$ cat src/sv/dte_pkg.sv
// shared widths, constants and helper functions for the date to epoch seconds core
// no dependencies
package dte_pkg;

  localparam int YearW = 12;
  localparam int DayW = 11;
  localparam int HourW = 8;
  localparam int MinW = 12;
  localparam int SecW = 13;
  localparam int EpochW = 37;
  localparam int DaysW = 20;
  localparam int TodW = 17;
  localparam int NYears = 6;

  localparam logic [12:0] EpochYear = 13'd1970;
  localparam logic [16:0] SecsPerDay = 17'd86400;
  localparam logic [11:0] SecsPerHour = 12'd3600;
  localparam logic [8:0] LeapsBeforeEpoch = 9'd477;

  // normalized time of day plus leap flags for years year-3 .. year+2
  typedef struct packed {
    logic [YearW-1:0] year;
    logic signed [11:0] day;
    logic [4:0] hour;
    logic [5:0] minute;
    logic [5:0] second;
    logic [NYears-1:0] leap;
  } norm_t;

  // floor(u / 60) for u below 15360
  function automatic logic [7:0] div60(input logic [14:0] u);
    logic [29:0] p;
    begin
      p = 30'(u) * 30'd17477;
      div60 = 8'(p >> 20);
    end
  endfunction

  // leap test on a year offset by +400 so the value is never negative
  function automatic logic is_leap(input logic [12:0] ya);
    logic [25:0] p;
    logic [6:0] q100;
    logic [12:0] rem100;
    begin
      p = 26'(ya) * 26'd5243;
      q100 = 7'(p >> 19);
      rem100 = ya - 13'(q100 * 7'd100);
      is_leap = (ya[1:0] == 2'd0) && ((rem100 != 13'd0) || (q100[1:0] == 2'd0));
    end
  endfunction

endpackage

$ cat src/sv/dte_normalize.sv
// three stage floor carry: second into minute, minute into hour, hour into day
// depends on dte_pkg
module dte_normalize (
  input  logic                           clk,
  input  logic                           rst_n,
  input  logic                           en,
  input  logic                           valid_in,
  input  logic [dte_pkg::YearW-1:0]      year,
  input  logic signed [dte_pkg::DayW-1:0]  day_of_year,
  input  logic signed [dte_pkg::HourW-1:0] hour,
  input  logic signed [dte_pkg::MinW-1:0]  minute,
  input  logic signed [dte_pkg::SecW-1:0]  second,
  output logic                           valid_out,
  output dte_pkg::norm_t                 norm
);

  logic [2:0] vld_r;

  // stage 1
  logic [dte_pkg::YearW-1:0] y1_r;
  logic [10:0] d1_r;
  logic [7:0]  h1_r;
  logic [12:0] m1_r;
  logic [5:0]  s1_r;
  // stage 2
  logic [dte_pkg::YearW-1:0] y2_r;
  logic [10:0] d2_r;
  logic [8:0]  h2_r;
  logic [5:0]  m2_r;
  logic [5:0]  s2_r;
  logic [dte_pkg::NYears-1:0] leap2_r;
  // stage 3
  dte_pkg::norm_t n3_r;

  logic [14:0] s_off;
  logic [7:0]  qs;
  logic [12:0] m_off;
  logic [7:0]  qm;
  logic [8:0]  h_off;
  logic [24:0] ph;
  logic [3:0]  qh;
  logic [dte_pkg::NYears-1:0] leap_nxt;

  always_comb begin
    s_off = {{2{second[12]}}, second} + 15'd4140;
    qs = dte_pkg::div60(s_off);
    m_off = m1_r + 13'd2220;
    qm = dte_pkg::div60({2'b00, m_off});
    h_off = h2_r + 9'd168;
    ph = 25'(h_off) * 25'd2731;
    qh = 4'(ph >> 16);
    for (int k = 0; k < dte_pkg::NYears; k++) begin
      leap_nxt[k] = dte_pkg::is_leap({1'b0, y1_r} + 13'(397 + k));
    end
  end

  always_ff @(posedge clk) begin
    if (!rst_n) begin
      vld_r <= '0;
    end else if (en) begin
      vld_r <= {vld_r[1:0], valid_in};
    end
  end

  always_ff @(posedge clk) begin
    if (en) begin
      y1_r <= year;
      d1_r <= day_of_year;
      h1_r <= hour;
      s1_r <= 6'(s_off - 15'(qs * 8'd60));
      m1_r <= {minute[11], minute} + {5'b0, qs} - 13'd69;

      y2_r <= y1_r;
      d2_r <= d1_r;
      s2_r <= s1_r;
      m2_r <= 6'(m_off - 13'(qm * 8'd60));
      h2_r <= {h1_r[7], h1_r} + {1'b0, qm} - 9'd37;
      leap2_r <= leap_nxt;

      n3_r.year <= y2_r;
      n3_r.second <= s2_r;
      n3_r.minute <= m2_r;
      n3_r.hour <= 5'(h_off - 9'(qh * 5'd24));
      n3_r.day <= {d2_r[10], d2_r} + {8'b0, qh} - 12'd7;
      n3_r.leap <= leap2_r;
    end
  end

  assign valid_out = vld_r[2];
  assign norm = n3_r;

endmodule

$ cat src/sv/dte_days.sv
// two stage calendar: carry day of year into year, then count days since the epoch
// depends on dte_pkg
module dte_days (
  input  logic                          clk,
  input  logic                          rst_n,
  input  logic                          en,
  input  logic                          valid_in,
  input  dte_pkg::norm_t                norm,
  output logic                          valid_out,
  output logic [dte_pkg::DaysW-1:0]     days,
  output logic [dte_pkg::TodW-1:0]      tod
);

  logic [1:0] vld_r;
  // two bits wider than the year field: a forward carry can pass 4095
  logic signed [13:0] yf_r;
  logic [8:0] dn_r;
  logic [dte_pkg::TodW-1:0] tod4_r;
  logic [dte_pkg::TodW-1:0] tod5_r;
  logic [dte_pkg::DaysW-1:0] days_r;

  logic signed [11:0] len [dte_pkg::NYears];
  logic signed [11:0] a1, a2, a3, b1, b2;
  logic signed [2:0] kk;
  logic signed [11:0] dn;
  logic [dte_pkg::TodW-1:0] tod_nxt;

  logic after;
  logic [12:0] n;
  logic [25:0] p;
  logic [6:0] q100;
  logic [12:0] leaps;
  logic [dte_pkg::DaysW-1:0] whole_days;
  logic [dte_pkg::DaysW-1:0] days_nxt;

  always_comb begin
    for (int k = 0; k < dte_pkg::NYears; k++) begin
      len[k] = 12'sd365 + 12'(norm.leap[k]);
    end
    // index 3 is this year, lower indexes earlier years
    a1 = norm.day + len[2];
    a2 = a1 + len[1];
    a3 = a2 + len[0];
    b1 = norm.day - len[3];
    b2 = b1 - len[4];
    if (norm.day <= 12'sd0) begin
      if (a1 > 12'sd0) begin
        kk = -3'sd1; dn = a1;
      end else if (a2 > 12'sd0) begin
        kk = -3'sd2; dn = a2;
      end else begin
        kk = -3'sd3; dn = a3;
      end
    end else if (norm.day <= len[3]) begin
      kk = 3'sd0; dn = norm.day;
    end else if (b1 <= len[4]) begin
      kk = 3'sd1; dn = b1;
    end else begin
      kk = 3'sd2; dn = b2;
    end
    tod_nxt = 17'(norm.hour * dte_pkg::SecsPerHour) + 17'(norm.minute * 6'd60)
            + 17'(norm.second);

    after = yf_r > $signed({2'b00, dte_pkg::EpochYear[11:0]});
    n = 13'(yf_r) - 13'd1;
    p = 26'(n) * 26'd5243;
    q100 = 7'(p >> 19);
    leaps = (n >> 2) - 13'(q100) + 13'(q100 >> 2);
    whole_days = 20'(20'(13'(yf_r) - dte_pkg::EpochYear) * 20'd365)
               + 20'(leaps) - 20'(dte_pkg::LeapsBeforeEpoch);
    days_nxt = 20'(dn_r) - 20'd1 + (after ? whole_days : 20'd0);
  end

  always_ff @(posedge clk) begin
    if (!rst_n) begin
      vld_r <= '0;
    end else if (en) begin
      vld_r <= {vld_r[0], valid_in};
    end
  end

  always_ff @(posedge clk) begin
    if (en) begin
      yf_r <= $signed({2'b00, norm.year}) + 14'(kk);
      dn_r <= 9'(dn);
      tod4_r <= tod_nxt;
      days_r <= days_nxt;
      tod5_r <= tod4_r;
    end
  end

  assign valid_out = vld_r[1];
  assign days = days_r;
  assign tod = tod5_r;

endmodule

$ cat src/sv/datetime_to_epoch_seconds_core.sv
// top level: normalize, calendar and final seconds stage with a shared stall
// depends on dte_pkg, dte_normalize, dte_days
//
// Converts year, day of year, hour, minute and second (any of the time parts
// and the day may be out of range, carried with floor semantics) into seconds
// since 1970-01-01 00:00:00. The pipeline has six register stages: three carry
// stages, a year carry stage, a day count stage and the seconds multiply that
// also serves as the output register. A new request is taken every cycle; an output
// stall holds the whole pipeline in place. Years that normalize to 1970 or
// earlier count only the day of year and the time of day.
module datetime_to_epoch_seconds_core (
  input  logic                              clk,
  input  logic                              rst_n,
  input  logic                              in_valid,
  output logic                              in_stall,
  input  logic [dte_pkg::YearW-1:0]         in_year,
  input  logic signed [dte_pkg::DayW-1:0]   in_day_of_year,
  input  logic signed [dte_pkg::HourW-1:0]  in_hour,
  input  logic signed [dte_pkg::MinW-1:0]   in_minute,
  input  logic signed [dte_pkg::SecW-1:0]   in_second,
  output logic                              out_valid,
  input  logic                              out_stall,
  output logic [dte_pkg::EpochW-1:0]        out_epoch_seconds
);

  logic en;
  logic norm_valid;
  dte_pkg::norm_t norm;
  logic days_valid;
  logic [dte_pkg::DaysW-1:0] days;
  logic [dte_pkg::TodW-1:0] tod;
  logic out_valid_r;
  logic [dte_pkg::EpochW-1:0] epoch_r;

  assign en = !(out_valid_r && out_stall);
  assign in_stall = !en;

  dte_normalize u_norm (
    .clk(clk), .rst_n(rst_n), .en(en), .valid_in(in_valid),
    .year(in_year), .day_of_year(in_day_of_year), .hour(in_hour),
    .minute(in_minute), .second(in_second),
    .valid_out(norm_valid), .norm(norm)
  );

  dte_days u_days (
    .clk(clk), .rst_n(rst_n), .en(en), .valid_in(norm_valid), .norm(norm),
    .valid_out(days_valid), .days(days), .tod(tod)
  );

  always_ff @(posedge clk) begin
    if (!rst_n) begin
      out_valid_r <= 1'b0;
    end else if (en) begin
      out_valid_r <= days_valid;
    end
  end

  always_ff @(posedge clk) begin
    if (en) begin
      epoch_r <= 37'(days) * 37'(dte_pkg::SecsPerDay) + 37'(tod);
    end
  end

  assign out_valid = out_valid_r;
  assign out_epoch_seconds = epoch_r;

  // carried time fields must land in their normal ranges
  a_tod_range: assert property (@(posedge clk) disable iff (!rst_n)
    norm_valid |-> (norm.second < 6'd60 && norm.minute < 6'd60 && norm.hour < 5'd24))
    else $error("time of day carry out of range");

  // time of day seconds never reach a full day
  a_tod_secs: assert property (@(posedge clk) disable iff (!rst_n)
    days_valid |-> (tod < dte_pkg::SecsPerDay))
    else $error("time of day seconds out of range");

  // a stalled result is not replaced
  a_stall_hold: assert property (@(posedge clk) disable iff (!rst_n)
    (out_valid_r && out_stall) |=> (out_valid_r && $stable(epoch_r)))
    else $error("stalled result changed");

endmodule
$ cat config.mk
export PLATFORM = sky130hd
export DESIGN_NAME = datetime_to_epoch_seconds_core
export DESIGN_NICKNAME = d
export VERILOG_FILES = /design/src/sv/dte_pkg.sv /design/src/sv/dte_normalize.sv /design/src/sv/dte_days.sv /design/src/sv/datetime_to_epoch_seconds_core.sv
export SDC_FILE = /design/constraint.sdc
export NUM_CORES = 2
export LEC_CHECK = 0
export ABC_AREA = 1
export BUFFER_PORTS_ARGS = -buffer_cell sky130_fd_sc_hd__buf_4
export CAP_MARGIN = 20
export CORE_MARGIN = 3
export CORE_UTILIZATION = 60
export CTS_CLUSTER_SIZE = 10
export DETAILED_ROUTE_END_ITERATION = 8
export PLACE_DENSITY_LB_ADDON = 0.1
export SETUP_SLACK_MARGIN = 0.3
export SLEW_MARGIN = 20
export SYNTH_ARGS = -nofsm -noshare
export SYNTH_HDL_FRONTEND = slang
export SYNTH_HIERARCHICAL = 1
export SYNTH_SLANG_ARGS = --single-unit
$ cat constraint.sdc
create_clock -name clk -period 15.7 [get_ports clk]
set_input_delay 1.57 -clock clk [delete_from_list [all_inputs] [get_ports clk]]
set_output_delay 1.57 -clock clk [all_outputs]
set_load 0.01 [all_outputs]
Word level (Yosys, flattened, before mapping). Cells that the tools add are included.

$add $sub $neg: 44. Multiply operators: 21. $lt $le $gt $ge: 6. Muxes and demuxes: 11. Reduce and logical (&&, ||, !) cells: 26.

Operator list (number): 13-bit by 13-bit multiplier with 26-bit output (second input constant) (6); 12-bit by 9-bit adder with 13-bit output (second input constant) (5); 13-bit nonzero test (5); 13-bit subtractor (5); 7-bit by 5-bit multiplier with 11-bit output (second input constant) (5); 9-bit 2-to-1 mux (5); 9-bit by 1-bit adder with 10-bit output (first input constant) (4); 37-bit by 17-bit adder with 37-bit output (1); 20-bit by 10-bit multiplier with 30-bit output (second input constant) (1); 13-bit by 15-bit multiplier with 28-bit output (second input constant) (1); 15-bit by 15-bit multiplier with 28-bit output (second input constant) (1); 12-bit by 11-bit adder with 12-bit output (2); 12-bit by 1-bit greater-than comparator with 1-bit output (second input constant) (2); 12-bit by 11-bit less-or-equal comparator with 1-bit output (2); 20-bit by 13-bit adder with 20-bit output (1); 20-bit adder (1); 2-bit logical NOT (10); 20-bit by 9-bit multiplier with 20-bit output (second input constant) (1); 9-bit by 12-bit multiplier with 20-bit output (second input constant) (1); 20-bit 2-to-1 mux (1); 20-bit by 9-bit subtractor with 20-bit output (second input constant) (1); 17-bit by 12-bit adder with 17-bit output (1); 17-bit by 6-bit adder with 17-bit output (1); 8-bit by 4-bit multiplier with 4-bit output (second input constant) (2); 30 further kinds (43).

Register bits: 265. Output and inout port bits: 39. Word-level logic and storage cells: 134.

Depth between registers and ports, before layout.
Depth after elaboration: 8. Gate-level depth with buffers: 80.

By module. The synthesis kept the hierarchy.

Modules (own cells, without submodules): dte_normalize (times used 1, cells an instance 4299, area an instance 38125.3 um^2, sequential area each 4474.3 um^2); dte_days (times used 1, cells an instance 2009, area an instance 15748.9 um^2, sequential area each 2352.3 um^2); datetime_to_epoch_seconds_core (times used 1, cells an instance 891, area an instance 6535.0 um^2, sequential area each 1131.1 um^2).

Least setup slack after synthesis. OpenSTA, ideal clock, no wires.

Kind: register -> register. Start point: register u_days.yf_r[1]. End point: register u_days.days_r, in the netlist u_days/days[19], data pin. Library setup time: 0.254 ns. Arrival time: 12.291 ns. Setup slack: 3.155 ns. Stages on the path, launching flop included: 74. Path buffers: 0. Period minus slack after synthesis: 12.545 ns. Cell sequence: edfxtp_1 > inv_1 > ha_1 > nand2_1 > nor3_2 > nand2_2 > nor2_8 > nand4_1 > xor2_1 > inv_1 > ha_1 > ha_1 > ha_1 > inv_1 > fa_1 > inv_1 > fa_1 > inv_1 > (+38 left out) > nand2_1 > inv_1 > nand2_1 > o21bai_1 > nand2_1 > nand2_1 > a21oi_1 > xor2_1 > nor2_1 > ha_1 > inv_1 > nor3_1 > nor3b_1 > nand4_1 > nand3_1 > xnor2_1 > xor2_1 > inv_1.

Word-level cells in the longest chain between the ends: 8. Elaborated cells on any way between the ends: 11.

Ends and longest elaborated chain: start, declared (RTL line dte_days.sv:16) `logic signed [13:0] yf_r;`; start signal, assigned (RTL line dte_days.sv:84) `yf_r <= $signed({2'b00, norm.year}) + 14'(kk);`; 13-bit by 1-bit subtractor with 13-bit output (RTL line dte_days.sv:65) `n = 13'(yf_r) - 13'd1;`; 13-bit by 13-bit multiplier with 26-bit output (RTL line dte_days.sv:66) `p = 26'(n) * 26'd5243;`; 11-bit by 7-bit subtractor with 12-bit output (RTL line dte_days.sv:68) `leaps = (n >> 2) - 13'(q100) + 13'(q100 >> 2);`; 13-bit by 5-bit adder with 13-bit output (RTL line dte_days.sv:68); 20-bit by 13-bit adder with 20-bit output (RTL line dte_days.sv:70) `+ 20'(leaps) - 20'(dte_pkg::LeapsBeforeEpoch);`; 20-bit by 9-bit subtractor with 20-bit output (RTL line dte_days.sv:70); 20-bit 2-to-1 mux (*) (RTL line dte_days.sv:71) `days_nxt = 20'(dn_r) - 20'd1 + (after ? whole_days : 20'd0);`; 20-bit adder (*) (RTL line dte_days.sv:71); named net u_days.days_nxt (one bit) (RTL line dte_days.sv:34) `logic [dte_pkg::DaysW-1:0] days_nxt;`; end signal, assigned (RTL line dte_days.sv:87) `days_r <= days_nxt;`; end, declared (RTL line dte_days.sv:20) `logic [dte_pkg::DaysW-1:0] days_r;`.

The timed path passes the listed nets; every way through them passes the cells marked *. A chain may end at the register's enable or synchronous reset.

Final worst setup path. Ends and elaborated chain as after synthesis.

==> metrics.txt <==
status finished, final reports clean; Syn Std Cell Area about 56000 µm²; Bufs on Longest Clock Path 3; TritonRoute pass-1 iters 8; clk_skew 0.0175 ns; Cell Area, Placed 58600 µm²; post-layout min period roughly 14 ns; Mapped Cells 6712; die height about 310 µm; Synth Net Count between 8000 and 9000; via count 42800; Post-Place Cells 8054; Die ar. 97500 µm²; worst r2r path cells between 70 and 80; CP Capture Type flip-flop; vias in the first global route 43700; gr usage total 0.260; Most common cell on crit path nand2_1; post-CTS sizing 0; highest achievable clock rate 72.3 MHz; post-route cell area 59700 µm²; WL per Instance 15.3 µm; final setup violating endpoints 0; Die Wd 312 µm; Max Cap Viol 0; Starting Density 0.609; Post-Route WL between 100000 and 150000 µm; R2R Path Start u_days/yf_r[1]$_DFFE_PP_; final worst slack 1.87 ns; initial antenna violation count 2; class of the worst hold path flip-flop to flip-flop; Critical Path Source Type flip-flop; n_diodes 0; CTS tree yes; Post-route DRC 0; first-pass GRT wire length 210000 µm; core area a little over 90000 µm²; required time worst endpoint 15.99 ns; P&R area growth vs syn 6.07%; H-Tree Depth 2; CP max stage cell fa_1; number of hold buffers added after CTS 0; clk slew on worst S/H paths 0.06 ns; layout cell share with drive strength beyond 1 0.0572; Hold Vio Cnt, Final 0; Slew @ Worst Pin 1.05 ns; Routed Antenna Nets 0; YS warnings 6; Post-Layout Cell Count 8113; Slew HR 0.298; Post-DP HPWL 108000 µm; Nets a little under 9000; max-slew violations 0; PortBufs 98; Num Clock Sinks 265; Synth Area per Inst 8.38 µm²; RR Endpoint u_days/days[19]$_DFFE_PP_; CP max FO 8; register-to-register path setup slack between 1.5 and 2 ns; Setup WS pre-CTS 1.93 ns; CTS Buf Count 36; I/O pin cnt between 90 and 100; clk root buf clkbuf_16; TNS Setup 0 ns; Clock Latency Late Sink approximately 0.55 ns; Crit Path Category flip-flop to flip-flop; Tcrit/Tclk final 0.881; WP data arrival 14.12 ns; Hold Path Sink u_norm/d2_r[7]$_DFFE_PP_; Setup Buffers After CTS 0; Slowest Stage Delay on Critical Path 0.55 ns; # rows 111; HP Start u_norm/d1_r[7]$_DFFE_PP_; RePlAce Congestion between 0.9 and 1; RSZ-0062 raised after global routing no; largest net degree at the start of global routing 88; Starting DRT DRC Count roughly 2200; hold path cells 0; GR Overflow Total 0; DR vias/cell between 5 and 6
[per-layer routing]
| metal | vias to the layer above | global-route usage | wire length [µm] |
|---|---|---|---|
| li1 | 21700 | - | - |
| met1 | 20200 | 0.353 | 57300 |
| met2 | 765 | 0.453 | 59500 |
| met3 | 164 | 0.0231 | 4930 |
| met4 | 4 | 0.0578 | 2650 |
| met5 | - | 0 | 22 |
[cells in the final DEF, fill, tap and decap left out, drive strengths merged, types with 10 or more instances in the layout]
master     n
a211oi    10
o21bai    52
o21ai    183
xor2     295
nor3      52
edfxtp   259
o21a      10
buf      120
or2       17
nand2   1175
nor2     321
ha      1256
a31oi     13
nand4     93
fa       505
nand3    273
a21o      22
inv     1645
a21oi    331
xnor2    108
clkbuf    46
clkinv    11
[state kept, by name (all words and copies together), names as in the netlist, 8 cells and up]
name	count
u_days/tod4_r	17
u_norm/y2_r	12
u_norm/h1_r	8
u_norm/d1_r	11
u_days/yf_r	14
u_norm/y1_r	12
u_norm/norm	46
out_epoch_seconds	37
u_days/days	20
u_norm/h2_r	9
u_days/dn_r	9
u_norm/d2_r	11
u_norm/m1_r	13
u_days/tod	17
[worst max-delay path by stage]
stage,startpoint,end,slack (ns)
2_1_floorplan,u_days/yf_r[1]$_DFFE_PP_,u_days/days[19]$_DFFE_PP_,3.15
3_3_place_gp,u_days/yf_r[1]$_DFFE_PP_,u_days/days[19]$_DFFE_PP_,2.17
3_5_place_dp,u_days/yf_r[1]$_DFFE_PP_,u_days/days[19]$_DFFE_PP_,1.93
4_1_cts,u_days/yf_r[1]$_DFFE_PP_,u_days/days[19]$_DFFE_PP_,1.89
5_1_grt,u_days/yf_r[1]$_DFFE_PP_,u_days/days[19]$_DFFE_PP_,0.68
6_report,u_days/yf_r[1]$_DFFE_PP_,u_days/days[19]$_DFFE_PP_,1.87
[worst max-delay path, delay by kind of cell (launching register included)]
family | cells | cell delay, ns
adders and majority gates | 17 | 6.32
and+or+nand+nor | 31 | 3.65
buffers and inverters | 15 | 1.28
AOI/OAI and AO/OA | 5 | 0.92
xor gates and xnor gates | 6 | 0.85
DFF | 1 | 0.53
[metrics by stage]
step | hold WS (ns) | util
6_report | 0.403 | 0.646
5_1_grt | 0.409 | 0.646
4_1_cts | 0.404 | 0.646
3_5_place_dp | 0.405 | 0.634
3_3_place_gp | 0.400 | 0.634
2_1_floorplan | 0.400 | -
[area by class of cell]
type	instances	area (µm²)
tap	1243	1560
multi-input combinational	4781	42000
sequential	265	7900
clock buffer	46	980
inverter	1645	6180
timing repair buffer	120	901
fill	8058	32700
clock inverter	13	126
Power is left out: the tool's default activity adds up to more than one toggle a clock period on the data nets, which glitch-free logic cannot reach.
